**src/rtl/cfr_pkg.sv**
```systemverilog
// Shared types, constants and CRC/stuffing functions for the bit-stuffing framer.
package cfr_pkg;

	localparam int CFG_IDX_W  = 1;
	localparam int CFG_DATA_W = 16;
	localparam int ACC_W      = 24;
	localparam int CNT_W      = 5;

	localparam logic [CFG_IDX_W-1:0] CFG_FLAG = 1'b0;
	localparam logic [CFG_IDX_W-1:0] CFG_MAX  = 1'b1;

	localparam logic [7:0]  FLAG_RESET = 8'h7E;
	localparam logic [15:0] MAX_RESET  = 16'd4096;
	localparam logic [31:0] CRC_INIT   = 32'hFFFF_FFFF;
	localparam logic [31:0] CRC_POLY   = 32'hEDB8_8320;
	localparam logic [2:0]  RUN_LIMIT  = 3'd5;

	typedef struct packed {
		logic [7:0]  data;
		logic        first;
		logic        last;
		logic [31:0] fcs;
	} cfr_entry_t;

	typedef struct packed {
		logic [7:0]  flag;
		logic [15:0] max_bytes;
	} cfr_cfg_t;

	typedef struct packed {
		logic [9:0] bits;
		logic [3:0] len;
		logic [2:0] run;
	} cfr_stuff_t;

	typedef enum logic [1:0] {
		PH_DATA,
		PH_FCS,
		PH_TAIL
	} cfr_phase_t;

	// reflected CRC-32, one byte
	function automatic logic [31:0] crc_byte(logic [31:0] crc, logic [7:0] b);
		logic [31:0] c;
		c = crc ^ {24'd0, b};
		for (int k = 0; k < 8; k++) begin
			c = (c >> 1) ^ (CRC_POLY & {32{c[0]}});
		end
		return c;
	endfunction

	// stuff one byte MSB first; bits come out right aligned, oldest highest
	function automatic cfr_stuff_t stuff_byte(logic [7:0] b, logic [2:0] run);
		cfr_stuff_t r;
		logic [2:0] k;
		r.bits = '0;
		r.len  = '0;
		k      = run;
		for (int i = 7; i >= 0; i--) begin
			r.bits = {r.bits[8:0], b[i]};
			r.len  = r.len + 4'd1;
			k      = b[i] ? k + 3'd1 : 3'd0;
			if (k == RUN_LIMIT) begin
				r.bits = {r.bits[8:0], 1'b0};
				r.len  = r.len + 4'd1;
				k      = 3'd0;
			end
		end
		r.run = k;
		return r;
	endfunction

endpackage

```
**src/rtl/cfr_in_if.sv**
```systemverilog
// Input word channel: payload byte with end-of-payload marker.
interface cfr_in_if;
	logic       valid;
	logic       ready;
	logic [7:0] data_byte;
	logic       end_of_payload;

	modport source (output valid, output data_byte, output end_of_payload, input ready);
	modport sink (input valid, input data_byte, input end_of_payload, output ready);
endinterface

```
**src/rtl/cfr_out_if.sv**
```systemverilog
// Output word channel: framed stream byte with frame end and overflow flags.
interface cfr_out_if;
	logic       valid;
	logic       ready;
	logic [7:0] out_byte;
	logic       frame_end;
	logic       overflow;

	modport source (output valid, output out_byte, output frame_end, output overflow,
		input ready);
	modport sink (input valid, input out_byte, input frame_end, input overflow,
		output ready);
endinterface

```
**src/rtl/cfr_cfg_if.sv**
```systemverilog
// Configuration write channel: register index and write data.
interface cfr_cfg_if;
	logic        valid;
	logic        ready;
	logic [0:0]  index;
	logic [15:0] data;

	modport source (output valid, output index, output data, input ready);
	modport sink (input valid, input index, input data, output ready);
endinterface

```
**src/rtl/cfr_front.sv**
```systemverilog
// Front end: accepts payload words, marks frame start, runs the CRC, emits queue entries.
module cfr_front (
	input  logic               clk,
	input  logic               arst_n,
	cfr_in_if.sink             din,
	input  logic               full,
	output logic               push,
	output cfr_pkg::cfr_entry_t entry
);
	import cfr_pkg::*;

	logic [31:0] crc_q;
	logic        infrm_q;
	logic [31:0] crc_in;
	logic [31:0] crc_new;

	assign din.ready = !full;
	assign push      = din.valid && !full;
	assign crc_in    = infrm_q ? crc_q : CRC_INIT;
	assign crc_new   = crc_byte(crc_in, din.data_byte);

	always_comb begin
		entry.data  = din.data_byte;
		entry.first = !infrm_q;
		entry.last  = din.end_of_payload;
		entry.fcs   = ~crc_new;
	end

	always_ff @(posedge clk or negedge arst_n) begin
		if (!arst_n) begin
			crc_q   <= CRC_INIT;
			infrm_q <= 1'b0;
		end else if (push) begin
			crc_q   <= crc_new;
			infrm_q <= !din.end_of_payload;
		end
	end
endmodule

```
**src/rtl/cfr_queue.sv**
```systemverilog
// Small FIFO of classified entries between front and back end.
module cfr_queue #(
	parameter int DEPTH = 4
) (
	input  logic                clk,
	input  logic                arst_n,
	input  logic                push,
	input  cfr_pkg::cfr_entry_t push_entry,
	output logic                full,
	input  logic                pop,
	output logic                valid,
	output cfr_pkg::cfr_entry_t head
);
	import cfr_pkg::*;

	localparam int PTR_W = (DEPTH > 1) ? $clog2(DEPTH) : 1;
	localparam int CNT_QW = $clog2(DEPTH + 1);
	localparam logic [PTR_W-1:0] LAST_PTR = PTR_W'(DEPTH - 1);
	localparam logic [CNT_QW-1:0] FULL_CNT = CNT_QW'(DEPTH);

	cfr_entry_t        mem_q [DEPTH];
	logic [PTR_W-1:0]  wptr_q;
	logic [PTR_W-1:0]  rptr_q;
	logic [CNT_QW-1:0] cnt_q;
	logic              do_pop;

	assign full   = (cnt_q == FULL_CNT);
	assign valid  = (cnt_q != '0);
	assign head   = mem_q[rptr_q];
	assign do_pop = pop && valid;

	always_ff @(posedge clk) begin
		if (push) begin
			mem_q[wptr_q] <= push_entry;
		end
	end

	always_ff @(posedge clk or negedge arst_n) begin
		if (!arst_n) begin
			wptr_q <= '0;
			rptr_q <= '0;
			cnt_q  <= '0;
		end else begin
			if (push) begin
				wptr_q <= (wptr_q == LAST_PTR) ? '0 : wptr_q + 1'b1;
			end
			if (do_pop) begin
				rptr_q <= (rptr_q == LAST_PTR) ? '0 : rptr_q + 1'b1;
			end
			if (push && !do_pop) begin
				cnt_q <= cnt_q + 1'b1;
			end else if (do_pop && !push) begin
				cnt_q <= cnt_q - 1'b1;
			end
		end
	end
endmodule

```
**src/rtl/cfr_back.sv**
```systemverilog
// Back end: bit stuffing, packing, length limit, flags and the output register.
module cfr_back (
	input  logic                clk,
	input  logic                arst_n,
	input  cfr_pkg::cfr_cfg_t   cfg_regs,
	input  logic                q_valid,
	input  cfr_pkg::cfr_entry_t q_head,
	output logic                q_pop,
	cfr_out_if.source           dout
);
	import cfr_pkg::*;

	cfr_phase_t       ph_q, ph_n;
	logic [1:0]       fidx_q, fidx_n;
	logic [ACC_W-1:0] acc_q, acc_n;
	logic [CNT_W-1:0] cnt_q, cnt_n, cnt_mid;
	logic [2:0]       run_q, run_n;
	logic [15:0]      be_q, be_n;
	logic             ovf_q, ovf_n;
	logic             opened_q, opened_n;

	logic             ov_q;
	logic [7:0]       ob_q;
	logic             ofe_q;
	logic             oovf_q;

	logic             out_free;
	logic             have_byte;
	logic             body_ok;
	logic             take;
	logic [ACC_W-1:0] top_sh;
	logic [ACC_W-1:0] pad_sh;
	logic [31:0]      fcs_sh;
	logic [7:0]       src_byte;
	cfr_stuff_t       st;
	logic             body_try;
	logic [7:0]       body_b;
	logic             emit;
	logic [7:0]       e_byte;
	logic             e_fe;
	logic             e_ov;

	assign out_free  = !ov_q || dout.ready;
	assign have_byte = (cnt_q >= CNT_W'(8));
	assign body_ok   = !ovf_q && (({1'b0, be_q} + 17'd1) < {1'b0, cfg_regs.max_bytes});
	assign top_sh    = acc_q >> (cnt_q - CNT_W'(8));
	assign pad_sh    = acc_q << (CNT_W'(8) - cnt_q);
	assign fcs_sh    = q_head.fcs >> {fidx_q, 3'b000};
	assign src_byte  = (ph_q == PH_DATA) ? q_head.data : fcs_sh[7:0];
	assign st        = stuff_byte(src_byte, run_q);

	always_comb begin
		ph_n     = ph_q;
		fidx_n   = fidx_q;
		acc_n    = acc_q;
		cnt_n    = cnt_q;
		run_n    = run_q;
		be_n     = be_q;
		ovf_n    = ovf_q;
		opened_n = opened_q;
		q_pop    = 1'b0;
		take     = 1'b0;
		cnt_mid  = cnt_q;
		body_try = 1'b0;
		body_b   = top_sh[7:0];
		emit     = 1'b0;
		e_byte   = cfg_regs.flag;
		e_fe     = 1'b0;
		e_ov     = 1'b0;

		if (q_valid) begin
			if (q_head.first && !opened_q) begin
				if (out_free) begin
					emit     = 1'b1;
					opened_n = 1'b1;
					be_n     = 16'd1;
				end
			end else begin
				unique case (ph_q)
					PH_DATA, PH_FCS: begin
						take     = have_byte && out_free;
						body_try = take;
						cnt_mid  = take ? cnt_q - CNT_W'(8) : cnt_q;
						cnt_n    = cnt_mid;
						if (cnt_mid < CNT_W'(8)) begin
							acc_n = (acc_q << st.len) | ACC_W'(st.bits);
							cnt_n = cnt_mid + CNT_W'(st.len);
							run_n = st.run;
							if (ph_q == PH_DATA) begin
								if (q_head.last) begin
									ph_n   = PH_FCS;
									fidx_n = 2'd0;
								end else begin
									q_pop = 1'b1;
								end
							end else if (fidx_q == 2'd3) begin
								ph_n = PH_TAIL;
							end else begin
								fidx_n = fidx_q + 2'd1;
							end
						end
					end
					PH_TAIL: begin
						if (out_free) begin
							if (have_byte) begin
								body_try = 1'b1;
								cnt_n    = cnt_q - CNT_W'(8);
							end else if (cnt_q != '0) begin
								body_try = 1'b1;
								body_b   = pad_sh[7:0];
								cnt_n    = '0;
							end else begin
								emit     = 1'b1;
								e_fe     = 1'b1;
								e_ov     = ovf_q;
								run_n    = '0;
								be_n     = '0;
								ovf_n    = 1'b0;
								opened_n = 1'b0;
								q_pop    = 1'b1;
								ph_n     = PH_DATA;
							end
						end
					end
					default: begin
						ph_n = PH_DATA;
					end
				endcase
			end
		end

		if (body_try) begin
			if (body_ok) begin
				emit   = 1'b1;
				e_byte = body_b;
				be_n   = be_q + 16'd1;
			end else begin
				ovf_n = 1'b1;
			end
		end
	end

	always_ff @(posedge clk or negedge arst_n) begin
		if (!arst_n) begin
			ph_q <= PH_DATA;
		end else begin
			ph_q <= ph_n;
		end
	end

	always_ff @(posedge clk or negedge arst_n) begin
		if (!arst_n) begin
			fidx_q   <= '0;
			acc_q    <= '0;
			cnt_q    <= '0;
			run_q    <= '0;
			be_q     <= '0;
			ovf_q    <= 1'b0;
			opened_q <= 1'b0;
			ov_q     <= 1'b0;
		end else begin
			fidx_q   <= fidx_n;
			acc_q    <= acc_n;
			cnt_q    <= cnt_n;
			run_q    <= run_n;
			be_q     <= be_n;
			ovf_q    <= ovf_n;
			opened_q <= opened_n;
			if (out_free) begin
				ov_q <= emit;
			end
		end
	end

	always_ff @(posedge clk) begin
		if (out_free && emit) begin
			ob_q   <= e_byte;
			ofe_q  <= e_fe;
			oovf_q <= e_ov;
		end
	end

	assign dout.valid     = ov_q;
	assign dout.out_byte  = ob_q;
	assign dout.frame_end = ofe_q;
	assign dout.overflow  = oovf_q;
endmodule

```
**src/rtl/crc32_bit_stuffed_framer.sv**
```systemverilog
// Top level of the CRC-32 bit-stuffing framer: config registers, front end, queue, back end.
// Payload words enter at up to one per cycle while the entry queue (QUEUE_DEPTH entries)
// has room; the front end runs the CRC-32 on each byte in the cycle it is accepted. The
// back end stuffs one byte per cycle while the bit packer has room and moves at most one
// output word per cycle through its output register, overlapping both; a payload byte
// waits while the packer already holds two full bytes, or while the output register
// waits on dout.ready.
// The first byte of a frame waits while the opening flag goes out; a frame end stuffs
// the four FCS bytes (each may wait on a full packer), then emits the tail words one at a
// time: up to two packed bytes, the padded byte and the closing flag.
// Flag value and length limit are written through cfg and take effect on the next frame
// if written while the block is idle.
module crc32_bit_stuffed_framer #(
	parameter int QUEUE_DEPTH = 4
) (
	input  logic      clk,
	input  logic      arst_n,
	cfr_in_if.sink    din,
	cfr_out_if.source dout,
	cfr_cfg_if.sink   cfg
);
	import cfr_pkg::*;

	cfr_cfg_t   cfg_q;
	cfr_entry_t push_entry;
	cfr_entry_t head;
	logic       push;
	logic       full;
	logic       q_valid;
	logic       q_pop;

	assign cfg.ready = 1'b1;

	always_ff @(posedge clk or negedge arst_n) begin
		if (!arst_n) begin
			cfg_q.flag      <= FLAG_RESET;
			cfg_q.max_bytes <= MAX_RESET;
		end else if (cfg.valid) begin
			unique case (cfg.index)
				CFG_FLAG: cfg_q.flag      <= cfg.data[7:0];
				CFG_MAX:  cfg_q.max_bytes <= cfg.data;
				default:  cfg_q           <= cfg_q;
			endcase
		end
	end

	cfr_front u_front (
		.clk    (clk),
		.arst_n (arst_n),
		.din    (din),
		.full   (full),
		.push   (push),
		.entry  (push_entry)
	);

	cfr_queue #(
		.DEPTH (QUEUE_DEPTH)
	) u_queue (
		.clk        (clk),
		.arst_n     (arst_n),
		.push       (push),
		.push_entry (push_entry),
		.full       (full),
		.pop        (q_pop),
		.valid      (q_valid),
		.head       (head)
	);

	cfr_back u_back (
		.clk      (clk),
		.arst_n   (arst_n),
		.cfg_regs (cfg_q),
		.q_valid  (q_valid),
		.q_head   (head),
		.q_pop    (q_pop),
		.dout     (dout)
	);
endmodule

```
**src/flat_wrapper.sv**
```systemverilog
// flat-port wrapper written by rule: the top's interface ports become plain ports
module crc32_bit_stuffed_framer_flat import cfr_pkg::*;
#(
	parameter int QUEUE_DEPTH = 4
)
  (clk, arst_n, din_valid, din_data_byte, din_end_of_payload, din_ready, dout_valid, dout_out_byte, dout_frame_end, dout_overflow, dout_ready, cfg_valid, cfg_index, cfg_data, cfg_ready);
  cfr_in_if din_i ();
  cfr_out_if dout_i ();
  cfr_cfg_if cfg_i ();
  input  logic clk;
  input  logic arst_n;
  input wire logic [$bits(din_i.valid)-1:0] din_valid;
  input wire logic [$bits(din_i.data_byte)-1:0] din_data_byte;
  input wire logic [$bits(din_i.end_of_payload)-1:0] din_end_of_payload;
  output wire logic [$bits(din_i.ready)-1:0] din_ready;
  output wire logic [$bits(dout_i.valid)-1:0] dout_valid;
  output wire logic [$bits(dout_i.out_byte)-1:0] dout_out_byte;
  output wire logic [$bits(dout_i.frame_end)-1:0] dout_frame_end;
  output wire logic [$bits(dout_i.overflow)-1:0] dout_overflow;
  input wire logic [$bits(dout_i.ready)-1:0] dout_ready;
  input wire logic [$bits(cfg_i.valid)-1:0] cfg_valid;
  input wire logic [$bits(cfg_i.index)-1:0] cfg_index;
  input wire logic [$bits(cfg_i.data)-1:0] cfg_data;
  output wire logic [$bits(cfg_i.ready)-1:0] cfg_ready;
  assign din_i.valid = din_valid;
  assign din_i.data_byte = din_data_byte;
  assign din_i.end_of_payload = din_end_of_payload;
  assign din_ready = din_i.ready;
  assign dout_valid = dout_i.valid;
  assign dout_out_byte = dout_i.out_byte;
  assign dout_frame_end = dout_i.frame_end;
  assign dout_overflow = dout_i.overflow;
  assign dout_i.ready = dout_ready;
  assign cfg_i.valid = cfg_valid;
  assign cfg_i.index = cfg_index;
  assign cfg_i.data = cfg_data;
  assign cfg_ready = cfg_i.ready;
  crc32_bit_stuffed_framer #(.QUEUE_DEPTH(QUEUE_DEPTH)) u_core (.clk(clk), .arst_n(arst_n), .din(din_i), .dout(dout_i), .cfg(cfg_i));
endmodule
```
**config.mk**
```make
export PLATFORM = sky130hd
export DESIGN_NAME = crc32_bit_stuffed_framer_flat
export DESIGN_NICKNAME = d
export VERILOG_FILES = /design/src/rtl/cfr_pkg.sv /design/src/rtl/cfr_in_if.sv /design/src/rtl/cfr_out_if.sv /design/src/rtl/cfr_cfg_if.sv /design/src/rtl/cfr_front.sv /design/src/rtl/cfr_queue.sv /design/src/rtl/cfr_back.sv /design/src/rtl/crc32_bit_stuffed_framer.sv /design/src/flat_wrapper.sv
export SDC_FILE = /design/constraint.sdc
export NUM_CORES = 1
export LEC_CHECK = 0
export BUFFER_PORTS_ARGS = -buffer_cell sky130_fd_sc_hd__buf_2
export CAP_MARGIN = 20
export CORE_ASPECT_RATIO = 1.4
export CORE_MARGIN = 3
export CORE_UTILIZATION = 40
export DETAILED_ROUTE_END_ITERATION = 7
export GPL_TIMING_DRIVEN = 0
export PLACE_DENSITY = 0.53
export RECOVER_POWER = 25
export SLEW_MARGIN = 40
export SYNTH_ARGS = -nofsm -noshare
export SYNTH_HDL_FRONTEND = slang
export SYNTH_SLANG_ARGS = --single-unit
export TNS_END_PERCENT = 100
```
**constraint.sdc**
```tcl
create_clock -name clk -period 14.8 [get_ports clk]
set_input_delay 0 -clock clk [delete_from_list [all_inputs] [get_ports clk]]
set_output_delay 0 -clock clk [all_outputs]
set_load 0.05 [all_outputs]
```
==> impl_metrics.json <==
{
  "drv_cap": 2,
  "cpMaxStageDelayCell": "nor4_1",
  "syn_avg_cell_area_sq_um": 10.9,
  "cpPeakStageDelay_ns": 0.83,
  "status": "finished, violations left",
  "clk_latency_ns": 0.59,
  "die_x_microns": 188,
  "max_freq_mhz": 74.4,
  "yosys_warnings": 0,
  "postSynthCellCount": 1709,
  "cts_tree": "yes",
  "overflow": 0,
  "diodes": 0,
  "grt_pass1_wl_microns": 82500,
  "yosys_most_used_dff": "edfxtp_1",
  "violations": "capacitance limit, slew limit",
  "synth_top_area_share_pct": 28.8,
  "cts_sinks": 297,
  "cts_root_buffer": "clkbuf_16",
  "core_area_sq_mm": 0.0455,
  "synthTopCellsByArea": "edfxtp_1, dfrtp_1, mux4_2",
  "hold_depth": 4,
  "ff2ff_setup_slack_ns": 1.35,
  "r2r-start": "u_core.u_queue.rptr_q[0]",
  "regArea_sq_mm": 0.00837,
  "synthDistinctLibCells": 103,
  "place_congestion": 0.898,
  "synth_top_area_cell": "edfxtp_1",
  "clockBufferDepth": 3,
  "finalSetupViolCount": 0,
  "async_flop_share_pct": 40.1,
  "hold_class": "input pin to flip-flop",
  "worstPathBufferInverterCount": 10,
  "synth_nets": 1793,
  "drt-vias-per-instance": 5.72,
  "fp.dieH_microns": 261,
  "drtPass1Iterations": 6,
  "grt.total_usage_pct": 21.1,
  "fin_tns_setup_ns": 0,
  "drt_iter0_markers": 696,
  "wl_per_cell_microns": 21.2,
  "dieArea_sq_mm": 0.0491,
  "grt_pass1_vias": 14507,
  "synth_edf_count": 178,
  "arrival_ns": 13.95,
  "syn-cell-area_sq_mm": 0.0186,
  "finalHoldViolations": 0,
  "r2r-end": "u_core.u_back.acc_q[17]",
  "skew_ns": 0.0130,
  "drive_gt1_share_pct": 17.9,
  "drv_slew": 114,
  "numCtsBuffers": 31,
  "nets": 1904,
  "ios": 44,
  "htreeDepth": 1,
  "mostFrequentLayoutCell": "edfxtp_1",
  "setup.worst_path.class": "flip-flop to flip-flop",
  "min_period_ns": 13.45,
  "final_cell_mix": "edfxtp_1, nand2_1, nor2_1",
  "multi_input_area_sq_mm": 0.00948,
  "min_to": "u_core.cfg_q[17]",
  "cp_common_cell": "ha_1",
  "routed_wl_microns": 52100,
  "hpwl_microns": 38700,
  "synth_seq_cells": 297,
  "grt_max_degree": 58,
  "synth_seq_area_share_pct": 45.1,
  "critical_path.startpoint_type": "flip-flop",
  "post-cts-setup-buffers": 0,
  "clk_pin_slew_ns": 0.06,
  "port-buffer-count": 42,
  "path_delay_family": "simple AND/OR/NAND/NOR gates",
  "worstMarginPinSlew_ns": 3.33,
  "fillCellCount": 4291,
  "via_count": 14058,
  "drc": 0,
  "ant_nets": 0,
  "area_delta_synth_final_pct": 13.3,
  "rows": 92,
  "slew_headroom_pct": -122,
  "reg2regPathDepth": 52,
  "period_share_pct": 90.9,
  "antenna_found_initial": 0,
  "start_util_pct": 40.9,
  "cp.required_ns": 15.30,
  "rsz0062_at_grt": "false",
  "crit_path_max_fanout": 10,
  "min_from": "cfg_index",
  "critPathCaptureType": "flip-flop"
}
==> kinds of logic (layout without fill, tap and decap cells) <==
logic type	count (synthesis)	after routing	synth area share (%)
AND/OR/NAND/NOR	457	457	11.7
adder cells (fa/ha/maj)	53	53	3.69
buffers and inverters	188	324	4.32
XOR/XNOR	124	124	6.01
other	1	1	0.0202
multiplexers	151	151	11.7
AO/OA/AOI/OAI	438	438	17.5
flip-flops	297	297	45.1
==> routing by layer <==
layer / share of wire, % / global-route usage, % / vias up
li1: - / - / 6674
met1: 39 / 24.2 / 6935
met2: 53 / 40.4 / 327
met3: 3.3 / 2.14 / 122
met4: 4.3 / 8.49 / 0
met5: 0 / 0 / -
==> cells in the mapped netlist, drive strengths merged, types with 19 or more instances <==
library cell,number
xnor2,97
a211oi,20
o21ai,106
nor3,35
mux2i,52
nand2b,25
o21a,19
dfrtp,80
nand3,23
a21oi,53
o22ai,19
o211ai,19
mux4,48
o2111ai,19
mux2,51
dfstp,39
nand2,159
inv,66
clkbuf,72
nor2,121
xor2,27
nor4,22
edfxtp,178
ha,50
buf,47
==> timing repair <==
action | CTS | global route
hold endpoints to repair | 179 | 0
hold buffers | 31 | 0
gates resized for setup | 0 | 0
==> worst register-to-register path: cells and delay by family (launching register included) <==
| kind | cells | cell delay (ns) |
|---|---|---|
| AO/OA/AOI/OAI | 15 | 3.42 |
| adder cells (fa/ha/maj) | 7 | 2.17 |
| buffers and inverters | 10 | 2.35 |
| flip-flops | 1 | 0.43 |
| AND/OR/NAND/NOR | 20 | 5.01 |
==> flip-flops by register name, summed over array words and instances, names as in the netlist, 2 cells and up <==
| register | flops |
|---|---|
| u_core.u_queue.mem_q | 168 |
| u_core.u_front.crc_q | 32 |
| u_core.cfg_q | 24 |
| u_core.u_back.acc_q | 24 |
| u_core.u_back.be_q | 16 |
| u_core.u_back.dout.out_byte | 8 |
| u_core.u_back.cnt_q | 5 |
| u_core.u_back.run_q | 3 |
| u_core.u_queue.cnt_q | 3 |
| u_core.u_back.fidx_q | 2 |
| u_core.u_back.ph_q | 2 |
| u_core.u_queue.rptr_q | 2 |
| u_core.u_queue.wptr_q | 2 |
==> final cells by class <==
type,instances,area share [%]
clock inverter,18,0.779
sequential,297,39.8
inverter,69,1.24
multi-input combinational,1224,45.0
tap,611,3.63
buffer,119,2.60
clock buffer,40,4.19
timing repair buffer,78,2.78
==> per-stage QoR <==
step / std cells / area [sq um] / util (%) / worst slack [ns] / hold slack [ns]
after floorplan: 1709 / 18600 / - / 3.32 / -0.296
after global placement: 2362 / 19600 / 43.0 / 1.56 / 0.234
after detailed placement: 2367 / 19700 / 43.4 / 1.57 / -0.0222
after CTS: 2456 / 21100 / 46.4 / 1.50 / 0.0243
after global routing: 2456 / 21100 / 46.3 / 0.391 / 0.111
final: 2456 / 21100 / 46.3 / 1.35 / 0.0838
==> worst max path at each step <==
stage	start	to	slack [ns]	cells past startpoint
after global placement	u_core.u_queue.rptr_q[1]	u_core.u_back.acc_q[22]	1.56	50
after detailed placement	u_core.u_queue.rptr_q[1]	u_core.u_back.cnt_q[4]	1.57	57
after CTS	u_core.u_queue.rptr_q[1]	u_core.u_back.cnt_q[4]	1.50	57
final	u_core.u_queue.rptr_q[0]	u_core.u_back.acc_q[17]	1.35	52
after floorplan	u_core.u_queue.rptr_q[0]	u_core.u_back.cnt_q[4]	3.32	54
after global routing	u_core.u_queue.rptr_q[0]	u_core.u_back.cnt_q[4]	0.39	59
Power is not shown: default switching activity piles up to over one toggle a cycle in this logic, so the estimate is an artifact.
